[config.mk]
export PLATFORM = sky130hd
export DESIGN_NAME = miu_ctrl
export DESIGN_NICKNAME = d
export VERILOG_FILES = /design/src/hw/rtl/miu_pkg.sv /design/src/hw/rtl/miu_ctrl.sv
export SDC_FILE = /design/constraint.sdc
export NUM_CORES = 1
export LEC_CHECK = 0
export BUFFER_PORTS_ARGS = -buffer_cell sky130_fd_sc_hd__clkbuf_2
export CORE_AREA = 5 5 42 44
export CTS_CLUSTER_SIZE = 30
export DETAILED_ROUTE_END_ITERATION = 10
export DIE_AREA = 0 0 47 49
export GPL_ROUTABILITY_DRIVEN = 0
export GPL_TIMING_DRIVEN = 0
export MAX_ROUTING_LAYER = met4
export PLACE_DENSITY = 0.48
export SETUP_SLACK_MARGIN = 0.4
export SYNTH_ARGS = -nofsm -noshare
export SYNTH_HDL_FRONTEND = slang
export SYNTH_SLANG_ARGS = --single-unit
[constraint.sdc]
create_clock -name clk -period 1.7 [get_ports clk]
set_input_delay 0.255 -clock clk [delete_from_list [all_inputs] [get_ports clk]]
set_output_delay 0.255 -clock clk [all_outputs]
set_load 0.05 [all_outputs]
[src/hw/rtl/miu_pkg.sv]
// Shared types and constants of the integer execute unit.
// Depends on nothing; used by the controller, the datapath and the top level.
`default_nettype none
package miu_pkg;

  localparam int unsigned RegCount = 32;
  localparam int unsigned RegIdxW  = $clog2(RegCount);

  // Operation codes.
  localparam logic [6:0] OP_ADD = 7'd0, OP_ADDI = 7'd1, OP_ADDIU = 7'd2, OP_ADDU = 7'd3;
  localparam logic [6:0] OP_AND = 7'd4, OP_ANDI = 7'd5, OP_BREAK = 7'd6, OP_DADD = 7'd7;
  localparam logic [6:0] OP_DADDI = 7'd8, OP_DADDIU = 7'd9, OP_DADDU = 7'd10;
  localparam logic [6:0] OP_DIV = 7'd11, OP_DIV1 = 7'd12, OP_DIVU = 7'd13, OP_DIVU1 = 7'd14;
  localparam logic [6:0] OP_DSLL = 7'd15, OP_DSLL32 = 7'd16, OP_DSLLV = 7'd17;
  localparam logic [6:0] OP_DSRA = 7'd18, OP_DSRA32 = 7'd19, OP_DSRAV = 7'd20;
  localparam logic [6:0] OP_DSRL = 7'd21, OP_DSRL32 = 7'd22, OP_DSRLV = 7'd23;
  localparam logic [6:0] OP_DSUB = 7'd24, OP_DSUBU = 7'd25, OP_LUI = 7'd26;
  localparam logic [6:0] OP_MFHI = 7'd27, OP_MFHI1 = 7'd28, OP_MFLO = 7'd29, OP_MFLO1 = 7'd30;
  localparam logic [6:0] OP_MFSA = 7'd31, OP_MOVN = 7'd32, OP_MOVZ = 7'd33;
  localparam logic [6:0] OP_MTHI = 7'd34, OP_MTHI1 = 7'd35, OP_MTLO = 7'd36, OP_MTLO1 = 7'd37;
  localparam logic [6:0] OP_MTSA = 7'd38, OP_MTSAB = 7'd39, OP_MTSAH = 7'd40;
  localparam logic [6:0] OP_MULT = 7'd41, OP_MULT1 = 7'd42, OP_MULTU = 7'd43;
  localparam logic [6:0] OP_MULTU1 = 7'd44, OP_NOR = 7'd45, OP_OR = 7'd46, OP_ORI = 7'd47;
  localparam logic [6:0] OP_SLL = 7'd48, OP_SLLV = 7'd49, OP_SLT = 7'd50, OP_SLTI = 7'd51;
  localparam logic [6:0] OP_SLTIU = 7'd52, OP_SLTU = 7'd53, OP_SRA = 7'd54, OP_SRAV = 7'd55;
  localparam logic [6:0] OP_SRL = 7'd56, OP_SRLV = 7'd57, OP_SUB = 7'd58, OP_SUBU = 7'd59;
  localparam logic [6:0] OP_SYSCALL = 7'd60, OP_TEQ = 7'd61, OP_TEQI = 7'd62, OP_TGE = 7'd63;
  localparam logic [6:0] OP_TGEI = 7'd64, OP_TGEU = 7'd65, OP_TGEIU = 7'd66, OP_TLT = 7'd67;
  localparam logic [6:0] OP_TLTI = 7'd68, OP_TLTU = 7'd69, OP_TLTIU = 7'd70, OP_TNE = 7'd71;
  localparam logic [6:0] OP_TNEI = 7'd72, OP_XOR = 7'd73, OP_XORI = 7'd74;

  // Exception codes.
  localparam logic [2:0] EXC_NONE = 3'd0, EXC_OVF = 3'd1, EXC_TRAP = 3'd2;
  localparam logic [2:0] EXC_BREAK = 3'd3, EXC_SYSCALL = 3'd4;

  // Hi/lo pipeline selection codes.
  localparam logic [1:0] HL_NONE = 2'd0, HL_P0 = 2'd1, HL_P1 = 2'd2;

  localparam logic [5:0] DivSteps = 6'd32;

  // Commands from the controller to the datapath.
  typedef struct packed {
    logic capture;   // latch the transaction fields
    logic rf_read;   // register file read data is being registered
    logic execute;   // single-cycle operation result is registered
    logic iter_init; // load the multiply/divide unit
    logic iter_step; // one multiply/divide iteration
    logic iter_fin;  // form hi/lo from the iterative unit
    logic commit;    // update the architectural state
  } miu_cmd_t;

  // Status from the datapath to the controller.
  typedef struct packed {
    logic is_iter;   // captured operation uses the iterative unit
    logic iter_last; // final iteration in progress
  } miu_stat_t;

endpackage
`default_nettype wire

[src/hw/rtl/miu_ctrl.sv]
// Controller of the integer execute unit: sequences read, execute or iterate, and commit.
// Depends on miu_pkg.
`default_nettype none
module miu_ctrl
  import miu_pkg::*;
(
  input  wire logic      clk,
  input  wire logic      rst_n,
  input  wire logic      in_valid,
  output logic           in_stall,
  output logic           out_valid,
  input  wire logic      out_stall,
  output miu_cmd_t       cmd,
  input  wire miu_stat_t stat
);

  typedef enum logic [2:0] {
    ST_IDLE, ST_READ, ST_EXEC, ST_ITER, ST_FIN, ST_COMMIT
  } state_t;

  state_t state_r, state_nxt;
  logic   out_valid_r, out_valid_nxt;

  // The next transaction may enter while the last result still waits.
  assign in_stall  = (state_r != ST_IDLE);
  assign out_valid = out_valid_r;

  // Next state and commands.
  always_comb begin
    state_nxt     = state_r;
    out_valid_nxt = out_valid_r && out_stall;
    cmd           = '0;
    case (state_r)
      ST_IDLE: begin
        if (in_valid) begin
          cmd.capture = 1'b1;
          state_nxt   = ST_READ;
        end
      end
      ST_READ: begin
        cmd.rf_read = 1'b1;
        state_nxt   = ST_EXEC;
      end
      ST_EXEC: begin
        if (stat.is_iter) begin
          cmd.iter_init = 1'b1;
          state_nxt     = ST_ITER;
        end else begin
          cmd.execute = 1'b1;
          state_nxt   = ST_COMMIT;
        end
      end
      ST_ITER: begin
        cmd.iter_step = 1'b1;
        if (stat.iter_last) state_nxt = ST_FIN;
      end
      ST_FIN: begin
        cmd.iter_fin = 1'b1;
        state_nxt    = ST_COMMIT;
      end
      ST_COMMIT: begin
        // The output register must be free before the result is placed.
        if (!out_valid_r || !out_stall) begin
          cmd.commit    = 1'b1;
          out_valid_nxt = 1'b1;
          state_nxt     = ST_IDLE;
        end
      end
      default: state_nxt = ST_IDLE;
    endcase
  end

  // State and registered outputs.
  always_ff @(posedge clk) begin
    if (!rst_n) begin
      state_r     <= ST_IDLE;
      out_valid_r <= 1'b0;
    end else begin
      state_r     <= state_nxt;
      out_valid_r <= out_valid_nxt;
    end
  end

endmodule
`default_nettype wire

* Yosys cells after proc, flatten, opt, wreduce, memory -nomap -nowiden
Index checks and enable logic that the tools add are counted.
** Storage, ports and cells
- Bits in registers :: 4
- Input bits :: 6
- Output and inout bits :: 9
- Logic and storage cells :: 34
** Operators by class
- Eq/ne operators :: 8
- Mux-type cells :: 17
- Reductions and logical operators :: 7
** Operators by type and width (count)
- $pmux 3 s6 :: 1
- $mux 3 :: 4
- $mux 1 :: 11
- $eq 3x2->1 const B :: 2
- $eq 3x3->1 const B :: 2
- $ne 2x2->1 const B :: 3
- $eq 3x1->1 const B :: 1
- $logic_not 3->1 :: 1
- $reduce_and 3->1 :: 1
- $reduce_bool 3->1 :: 1
- $logic_not 1->1 :: 2
- $mux 2 :: 1
- $logic_and 1x1->1 :: 1
- $logic_or 1x1->1 :: 1

* Depth between registers and ports, before layout
Gate-level depths: netlist of the first run.
- Depth after elaboration :: 4
- Mapped depth :: 4
- Gate-level depth less buffers :: 3

* Least setup slack after synthesis of the first run
Ideal clock, no wire load.
- Path type :: register to output
- Start :: register state_r[0]
- End :: output port cmd[4] in the netlist's numbering
- Arrival time :: 2146 ps
- Data required time :: 1445 ps
- Setup slack :: -701 ps
- Stages on the path, launching flop included :: 3
- Path buffers :: 1
- Path through :: dfxtp_1 > buf_2 > nor4b_1
** RTL lines
- start, declared :: RTL line miu_ctrl.sv:21 : state_t state_r, state_nxt;
- start signal, assigned :: RTL line miu_ctrl.sv:79 : state_r <= state_nxt;
- end, declared :: RTL line miu_ctrl.sv:13 : output miu_cmd_t cmd,

==> results of run 1 <==
-- cell type report --
cell class,instances,share of cell area (%)
Tap cell,16,3.60
Sequential cell,4,15.1
Timing Repair Buffer,17,28.6
Multi-Input combinational cell,27,42.6
Buffer,3,5.41
Clock buffer,3,4.05
Inverter,1,0.676
-- where the power goes --
| part | total (W) | leakage, nW | internal (W) | switching [W] |
|---|---|---|---|---|
| clock network | 0.000123 | 0.0138 | 0.0000793 | 0.0000435 |
| registers | 0.000110 | 0.0338 | 0.000104 | 0.00000695 |
| logic | 0.000223 | 0.192 | 0.0000957 | 0.000127 |
| total | 0.000456 | 0.240 | 0.000278 | 0.000178 |
-- sequential cells by signal, summed over array words and instances (netlist names) --
register   cells
state_r        3
out_valid      1
-- worst max path at each step --
stage / startpoint / end / slack [ns] / depth (start not counted)
after floorplan: state_r[0] / cmd[4] / 0.30 / 2
after global placement: state_r[2] / cmd[0] / 0.32 / 4
after detailed placement: state_r[2] / cmd[0] / 0.30 / 4
after CTS: state_r[1] / cmd[6] / 0.21 / 3
after global routing: state_r[1] / cmd[6] / 0.18 / 3
final: state_r[1] / cmd[6] / 0.23 / 3
-- cells in the final DEF, fill, tap and decap left out, types with 3 or more instances in the layout --
cell type | synthesis | layout
clkbuf_4 | 0 | 4
buf_8 | 0 | 4
nand3_1 | 3 | 3
clkbuf_8 | 0 | 3
nand2_1 | 5 | 5
buf_4 | 0 | 3
dfxtp_2 | 0 | 3
nor2_4 | 0 | 3
clkbuf_2 | 0 | 6
-- cell families after synthesis --
kind of cell | synth area share, %
compound gates | 16.8
buf+inv | 7.01
flops | 29.9
simple gates | 46.3
-- stage by stage --
stage / total power [W] / utilization, %
floorplan: 0.000251 / -
global placement: 0.000286 / 29.6
detailed placement: 0.000287 / 29.6
CTS: 0.000456 / 38.9
global route: 0.000488 / 39.6
finish: 0.000456 / 39.6
-- per-layer routing --
metal	global-route usage (%)	vias up
met2	11.3	11
li1	-	163
met3	2.21	5
met5	-	-
met4	6.91	0
met1	11.4	144
-- worst register-to-register path, delay by kind of cell, from the launching register on --
family          cells  cell delay, ns
flops               1            0.32
compound gates      1            0.21
simple gates        1            0.40
-- timing repair --
action	CTS	global route
buffers inserted	2	0
pin swaps	3	1
endpoints found under the setup margin	8	8
cloned	1	0
resized for setup	23	5
==> metrics.cfg, run 1 <==
[floorplan]
die-area_um2=2300
ioPinCount=15
rows=14
die_w_um=47
die_height_um=49
coreArea_um2=1400
initial_core_util_pct=19.1

[clocking]
clk_pin_slew_worst_paths_ns=0.04
ctsHoldBuffers=0
cts_buffers=3
clk_path_buf_depth=2
cts_tree=yes
cts_num_sinks=4
clockRootBuffer=clkbuf_4
clock_latency_ns=0.24
htree_levels=1

[min_path]
hold_end=out_valid
hp-start=out_stall
whs_path_depth=3
hold_path.class=in2reg

[setup_path]
crit_path_start_kind=flip-flop
cp_top_family=simple AND/OR/NAND/NOR gates
r2r_slack_ns=0.64
crit_chain=or3_4, nor2_4, buf_8
worst_ep_arrival_time_ns=1.21
critPathMaxStageDelay_ns=0.40
r2r-start=state_r[1]
required_ns=1.44
slowest_stage=or3_4
crit_type=reg2out
end_kind=output port
path_buf_inv=1
crit_fanout=3
reg2reg_depth=2
r2r-end=state_r[0]

[synthesis]
syn-instance-count=35
synthArstFlopShare_pct=0
syn_area_um2=268
syn-num-nets=41
synth_edf_count=0
ys_types=20
ys_warn_count=0
yosysMostFrequentCell=nand2_1
ys_ff_latch=4
synth.top_cell.area_share_pct=29.9
synth-main-ff-cell=dfxtp_1
synth_top_cell_by_area=dfxtp_1
avgSynthCellArea_um2=7.65
synth_common_cells=5 x nand2_1, 4 x dfxtp_1, 3 x buf_2, 3 x nand3_1, 3 x nor2_1
synth.area.top_cells=dfxtp_1 30%, nand2_1 7.0%, and3b_1 6.5%
ys_seq_area_share_pct=29.9

[timing]
max_freq_ghz=0.682
setup_viol=0
timing.hold.ws_ns=0.276
relSlewSlack_pct=81.7
period_share_pct=86.2
slew_violations=0
rsz0062_at_grt=yes
final.min_clock_period_ns=1.47
skew_ns=0.00969
worst_slack_ns=0.234
hold_violations=0
final.setup.tns_ns=0
worst_pin_slew_ns=0.276

[grt]
grt_max_degree=11
grt_overflow_total=0
grt_pass1_wl_um=1440
gr-usage-all-layers_pct=8.88
grt_pass1_vias=322
antenna_found_initial=0

[drt]
num_vias=323
ant_nets=0
dr_wl_met3_um=43
wl_met2_um=389
wl_um=797
vias_per_cell=4.55
dr.max_layer_used=met4
firstDrtPassIters=3
met1_length_um=328
wire_per_inst_um=11.2
drc_errors=0
drtIter0Drc=4

[placement]
dpl.hpwl_um=584
numPortBuffers=14
placed_cell_area_um2=415
placed_cells=65
pre_cts_ws_ns=0.304

[final_layout]
drive_gt1_share_pct=61.8
fillers=148
syn_to_final_growth_pct=107
n_antenna_cell=0
layout.cells.non_filler=71
seq_area_um2=83.8
multiInputGateArea_um2=236
fin_nets=63
fin_area_um2=556

[flow_run]
maxCapViolations=0

[pwr]
power_density_nw_per_um2=821
peakVddDrop_mv=0.311
p_leak_nw=0.240

[status]
outcome=complete, no violations

Note: power is estimated with default switching activity, not from simulation.
==> run 2, diff against run 1 <==
--- a/config.mk
+++ b/config.mk
@@ -13,7 +13,7 @@
 export GPL_ROUTABILITY_DRIVEN = 0
 export GPL_TIMING_DRIVEN = 0
 export MAX_ROUTING_LAYER = met4
-export PLACE_DENSITY = 0.48
+export PLACE_DENSITY = 0.41
 export SETUP_SLACK_MARGIN = 0.4
 export SYNTH_ARGS = -nofsm -noshare
 export SYNTH_HDL_FRONTEND = slang
==> metrics.cfg, run 2 (same netlist as run 1, synthesis figures left out) <==
[status]
outcome=complete, no violations

[setup_path]
worst_ep_arrival_time_ns=1.19  ; -0.02 ns
r2r_slack_ns=0.60  ; -0.04 ns
path_buf_inv=1  ; unchanged
slowest_stage=or3_4
critPathMaxStageDelay_ns=0.41  ; about the same
required_ns=1.44  ; about the same
r2r-start=state_r[2]
reg2reg_depth=4  ; +2
cp_top_family=simple AND/OR/NAND/NOR gates
r2r-end=state_r[2]
crit_type=reg2out
crit_chain=or3_4, nor2_4, buf_8
end_kind=output port
crit_path_start_kind=flip-flop
crit_fanout=3  ; unchanged

[min_path]
hold_path.class=in2reg
hp-start=in_valid
hold_end=state_r[0]
whs_path_depth=2  ; -1

[grt]
gr-usage-all-layers_pct=7.45  ; -1.4 points
grt_max_degree=11  ; unchanged
grt_pass1_wl_um=1220  ; -15%
antenna_found_initial=0  ; unchanged
grt_pass1_vias=300  ; -6.8%
grt_overflow_total=0  ; unchanged

[clocking]
cts_tree=yes
ctsHoldBuffers=0  ; unchanged
clockRootBuffer=clkbuf_4
clk_path_buf_depth=2  ; unchanged
cts_buffers=3  ; unchanged
clk_pin_slew_worst_paths_ns=0.03  ; about the same
cts_num_sinks=4  ; unchanged
clock_latency_ns=0.23  ; about the same
htree_levels=1  ; unchanged

[final_layout]
drive_gt1_share_pct=62.5  ; +0.68 points
n_antenna_cell=0  ; unchanged
fin_area_um2=567  ; +2.0%
fillers=142  ; -4.1%
top_register=state_r
largest_reg_flops=3  ; unchanged
final_common_cell=clkbuf_2
fin_nets=64  ; +1.6%
syn_to_final_growth_pct=112
final_cell_mix=6 x clkbuf_2, 5 x buf_4, 5 x nand2_1, 5 x buf_8, 4 x clkbuf_4

[floorplan]
initial_core_util_pct=19.1  ; unchanged
die_height_um=49  ; unchanged
die_w_um=47  ; unchanged
coreArea_um2=1400  ; unchanged
rows=14  ; unchanged
ioPinCount=15  ; unchanged
die-area_um2=2300  ; unchanged

[timing]
final.min_clock_period_ns=1.45  ; -0.0158 ns
relSlewSlack_pct=81.2  ; -0.41 points
worst_pin_slew_ns=0.278  ; +0.00123 ns
setup_viol=0  ; unchanged
slew_violations=0  ; unchanged
hold_violations=0  ; unchanged
skew_ns=0.00302  ; -0.00668 ns
rsz0062_at_grt=yes
period_share_pct=85.3  ; -0.93 points
final.setup.tns_ns=0  ; unchanged
max_freq_ghz=0.690  ; +1.1%

[drt]
drc_errors=0  ; unchanged
wire_per_inst_um=10.4  ; -7.1%
vias_per_cell=4.67  ; +2.6%
wl_um=751  ; -5.8%
ant_nets=0  ; unchanged
firstDrtPassIters=4  ; +1
num_vias=336  ; +4.0%
drtIter0Drc=4  ; unchanged

[pwr]
peakVddDrop_mv=0.354  ; +14%
power_density_nw_per_um2=800  ; -2.6%
p_leak_nw=0.245  ; +2.3%

[placement]
dpl.hpwl_um=556  ; -4.7%
numPortBuffers=14  ; unchanged
placed_cell_area_um2=415  ; unchanged

[flow_run]
maxCapViolations=0  ; unchanged

[run 2: cell types whose count changed in the layout (fill, tap and decap cells not counted)]
| cell | delta |
|---|---|
| buf_2 | -1 |
| buf_4 | +2 |
| clkbuf_8 | -1 |
| buf_8 | +1 |
[run 2: worst reg2reg max path: stages, from the launching register on]
cell,delay [ns]
dfxtp_2,0.33
buf_6,0.15
buf_4,0.14
and3b_1,0.17
a32o_1,0.21
[run 2: timing repair]
action,in CTS,in global routing
resized for setup,23,6
buffers inserted,4,0
gates cloned,0,0
setup endpoints to repair,8,8
pin swaps,3,1
[run 2: how the worst max path moves through the flow]
stage                from  endpoint  slack [ns]  depth (start not counted)
2_1_floorplan  state_r[0]    cmd[4]        0.30                          2
3_3_place_gp   state_r[2]    cmd[0]        0.31                          4
3_5_place_dp   state_r[2]    cmd[0]        0.32                          4
4_1_cts        state_r[1]    cmd[6]        0.22                          3
5_1_grt        state_r[1]    cmd[6]        0.21                          3
6_report       state_r[1]    cmd[6]        0.25                          3
[run 2: cell type report]
| cell class | instances | area [um^2] | area share (%) |
|---|---|---|---|
| buffer | 3 | 30.0 | 5.30 |
| clock buffer | 3 | 22.5 | 3.97 |
| inverter | 1 | 3.75 | 0.662 |
| multi-input combinational | 27 | 236 | 41.7 |
| sequential | 4 | 83.8 | 14.8 |
| tap | 16 | 20.0 | 3.53 |
| timing repair buffer | 18 | 170 | 30.0 |
[run 2: through the flow]
stage               power (W)  instances  utilization (%)  setup slack [ns]  hold slack (ns)
floorplan            0.000251         35                -             0.298            0.408
global placement     0.000288         65             29.6             0.315            0.501
detailed placement   0.000287         65             29.6             0.322            0.501
CTS                  0.000455         72             39.6             0.220            0.277
global route         0.000476         72             40.4             0.207            0.295
finish               0.000454         72             40.4             0.250            0.283
[run 2: layer usage]
layer	track usage, %	vias to the layer above	wire length [um]
met5	-	-	0
met4	4.15	0	0
met3	1.11	0	46
met2	11.3	8	411
met1	9.05	160	293
li1	-	168	-
[run 2: power breakdown]
group          switching, W  leakage [nW]  total (W)  internal, W
combinational      0.000131         0.197   0.000231     0.000100
clock             0.0000348        0.0138   0.000114    0.0000787
sequential       0.00000583        0.0338   0.000109     0.000104
total              0.000171         0.245   0.000454     0.000282
==> run 3, diff against run 2 <==
--- a/config.mk
+++ b/config.mk
@@ -13,7 +13,6 @@
 export GPL_ROUTABILITY_DRIVEN = 0
 export GPL_TIMING_DRIVEN = 0
 export MAX_ROUTING_LAYER = met4
-export PLACE_DENSITY = 0.41
 export SETUP_SLACK_MARGIN = 0.4
 export SYNTH_ARGS = -nofsm -noshare
 export SYNTH_HDL_FRONTEND = slang
==> constraint.sdc (replaced) <==
create_clock -name clk -period 1.52 [get_ports clk]
set_input_delay 0.228 -clock clk [delete_from_list [all_inputs] [get_ports clk]]
set_output_delay 0.228 -clock clk [all_outputs]
set_load 0.05 [all_outputs]
==> metrics.cfg, run 3 (same netlist as run 1, synthesis figures left out) <==
[placement]
pre_cts_ws_ns=0.215  ; -0.107 ns
numPortBuffers=14  ; unchanged
dpl.hpwl_um=562  ; +1.0%

[grt]
grt_overflow_total=0  ; unchanged
gr-usage-all-layers_pct=7.94  ; +0.49 points
grt_max_degree=8  ; -3
grt_pass1_vias=314  ; +4.7%
antenna_found_initial=0  ; unchanged
grt_pass1_wl_um=1320  ; +8.4%

[pwr]
p_leak_nw=0.261  ; +6.5%
peakVddDrop_mv=0.567  ; +60%
power_density_nw_per_um2=889  ; +11%

[final_layout]
n_antenna_cell=0  ; unchanged
final_cell_mix=8 x buf_8, 6 x clkbuf_2, 4 x clkbuf_4
drive_gt1_share_pct=70.2  ; +7.7 points
syn_to_final_growth_pct=129
fin_nets=64  ; unchanged
top_register=state_r
largest_reg_flops=3  ; unchanged
final_common_cell=buf_8

[clocking]
cts_num_sinks=4  ; unchanged
clock_latency_ns=0.24  ; about the same
clk_pin_slew_worst_paths_ns=0.04  ; about the same
clockRootBuffer=clkbuf_4
htree_levels=1  ; unchanged
cts_tree=yes
clk_path_buf_depth=2  ; unchanged
cts_buffers=3  ; unchanged

[min_path]
hold_path.class=in2reg

[setup_path]
r2r_slack_ns=0.45  ; -0.15 ns
end_kind=output port
crit_chain=or3_4, nor2_4, buf_8
crit_path_end=cmd[6]
cp_top_family=simple AND/OR/NAND/NOR gates
slowest_stage=or3_4
path_buf_inv=1  ; unchanged
worst_ep_arrival_time_ns=1.22  ; +0.03 ns
r2r-end=state_r[2]
critPathMaxStageDelay_ns=0.41  ; about the same
crit_path_start_kind=flip-flop
reg2reg_depth=4  ; unchanged
r2r-start=state_r[1]
required_ns=1.29  ; -0.15 ns
crit_fanout=3  ; unchanged
cp_num_cells=3  ; unchanged
timing.critical_path.from=state_r[2]
crit_type=reg2out

[timing]
slew_violations=0  ; unchanged
period_share_pct=95.2
max_freq_ghz=0.691
final.setup.tns_ns=0  ; unchanged
relSlewSlack_pct=81.4  ; +0.16 points
final.min_clock_period_ns=1.45
worst_slack_ns=0.0727  ; -0.177 ns
hold_violations=0  ; unchanged
skew_ns=0.00116  ; -0.00186 ns
worst_pin_slew_ns=0.280  ; +0.00254 ns
rsz0062_at_grt=yes
setup_viol=0  ; unchanged

[floorplan]
die_height_um=49  ; unchanged
ioPinCount=15  ; unchanged
coreArea_um2=1400  ; unchanged
initial_core_util_pct=19.1  ; unchanged
rows=14  ; unchanged
die-area_um2=2300  ; unchanged
die_w_um=47  ; unchanged

[drt]
drc_errors=0  ; unchanged
drtIter0Drc=4  ; unchanged
ant_nets=0  ; unchanged
vias_per_cell=4.41  ; -5.5%
wire_per_inst_um=10.9  ; +4.9%
firstDrtPassIters=3  ; -1
wl_um=799  ; +6.4%
num_vias=322  ; -4.2%

[status]
outcome=complete, no violations

[flow_run]
maxCapViolations=0  ; unchanged

## run 3: cell types whose count changed in the layout (fill, tap and decap cells not counted), sizes merged
cell	delta
buf	+1
## run 3: per-layer routing
layer | track usage, % | vias to the layer above | routed length [um]
met5 | - | - | 0
met4 | 1.38 | 0 | 0
met3 | 5.17 | 0 | 79
met2 | 10.4 | 15 | 359
met1 | 10.3 | 139 | 361
li1 | - | 168 | -
## run 3: how the worst min path moves through the flow
| stage | depth (start not counted) | slack, ns | startpoint | endpoint |
|---|---|---|---|---|
| 3_5_place_dp | 2 | 0.49 | in_valid | state_r[0] |
| 2_1_floorplan | 2 | 0.38 | out_stall | out_valid |
| 3_3_place_gp | 2 | 0.49 | in_valid | state_r[0] |
| 6_report | 2 | 0.25 | in_valid | state_r[0] |
| 4_1_cts | 2 | 0.24 | in_valid | state_r[0] |
| 5_1_grt | 2 | 0.24 | in_valid | state_r[0] |
## run 3: power by group
part / internal [W] / switching, W / total, W
Combinational: 0.000122 / 0.000151 / 0.000273
Sequential: 0.000114 / 0.00000905 / 0.000123
Clock: 0.0000989 / 0.0000489 / 0.000148
## run 3: timing repair
action	CTS	global route
endpoints found under the hold margin	0	0
pin swaps	2	2
endpoints found under the setup margin	8	11
resized for setup	21	9
hold buffers	0	0
buffers inserted	4	0
## run 3: area by class of cell
| cell class | count | area [um^2] |
|---|---|---|
| timing repair buffer | 18 | 179 |
| inverter | 1 | 3.75 |
| buffer | 3 | 41.3 |
| clock buffer | 4 | 26.3 |
| multi-input combinational | 27 | 254 |
| sequential | 4 | 87.6 |
| fill | 149 | 790 |
| tap | 16 | 20.0 |
## run 3: worst register-to-register path: cells and delay by family (launching register included)
family,cells,cell delay (ns)
and+or+nand+nor,1,0.17
buffers and inverters,2,0.26
AOI/OAI and AO/OA,1,0.21
DFF,1,0.33
## run 3: per-stage QoR
step,total power [W],hold WS (ns),util (%),cell area [um^2],std cells
after global routing,0.000580,0.243,43.7,612,73
after CTS,0.000535,0.244,42.1,591,73
final,0.000544,0.247,43.7,612,73
after detailed placement,0.000334,0.492,32.1,450,65
after floorplan,0.000293,0.375,-,360,35
after global placement,0.000333,0.489,32.1,450,65
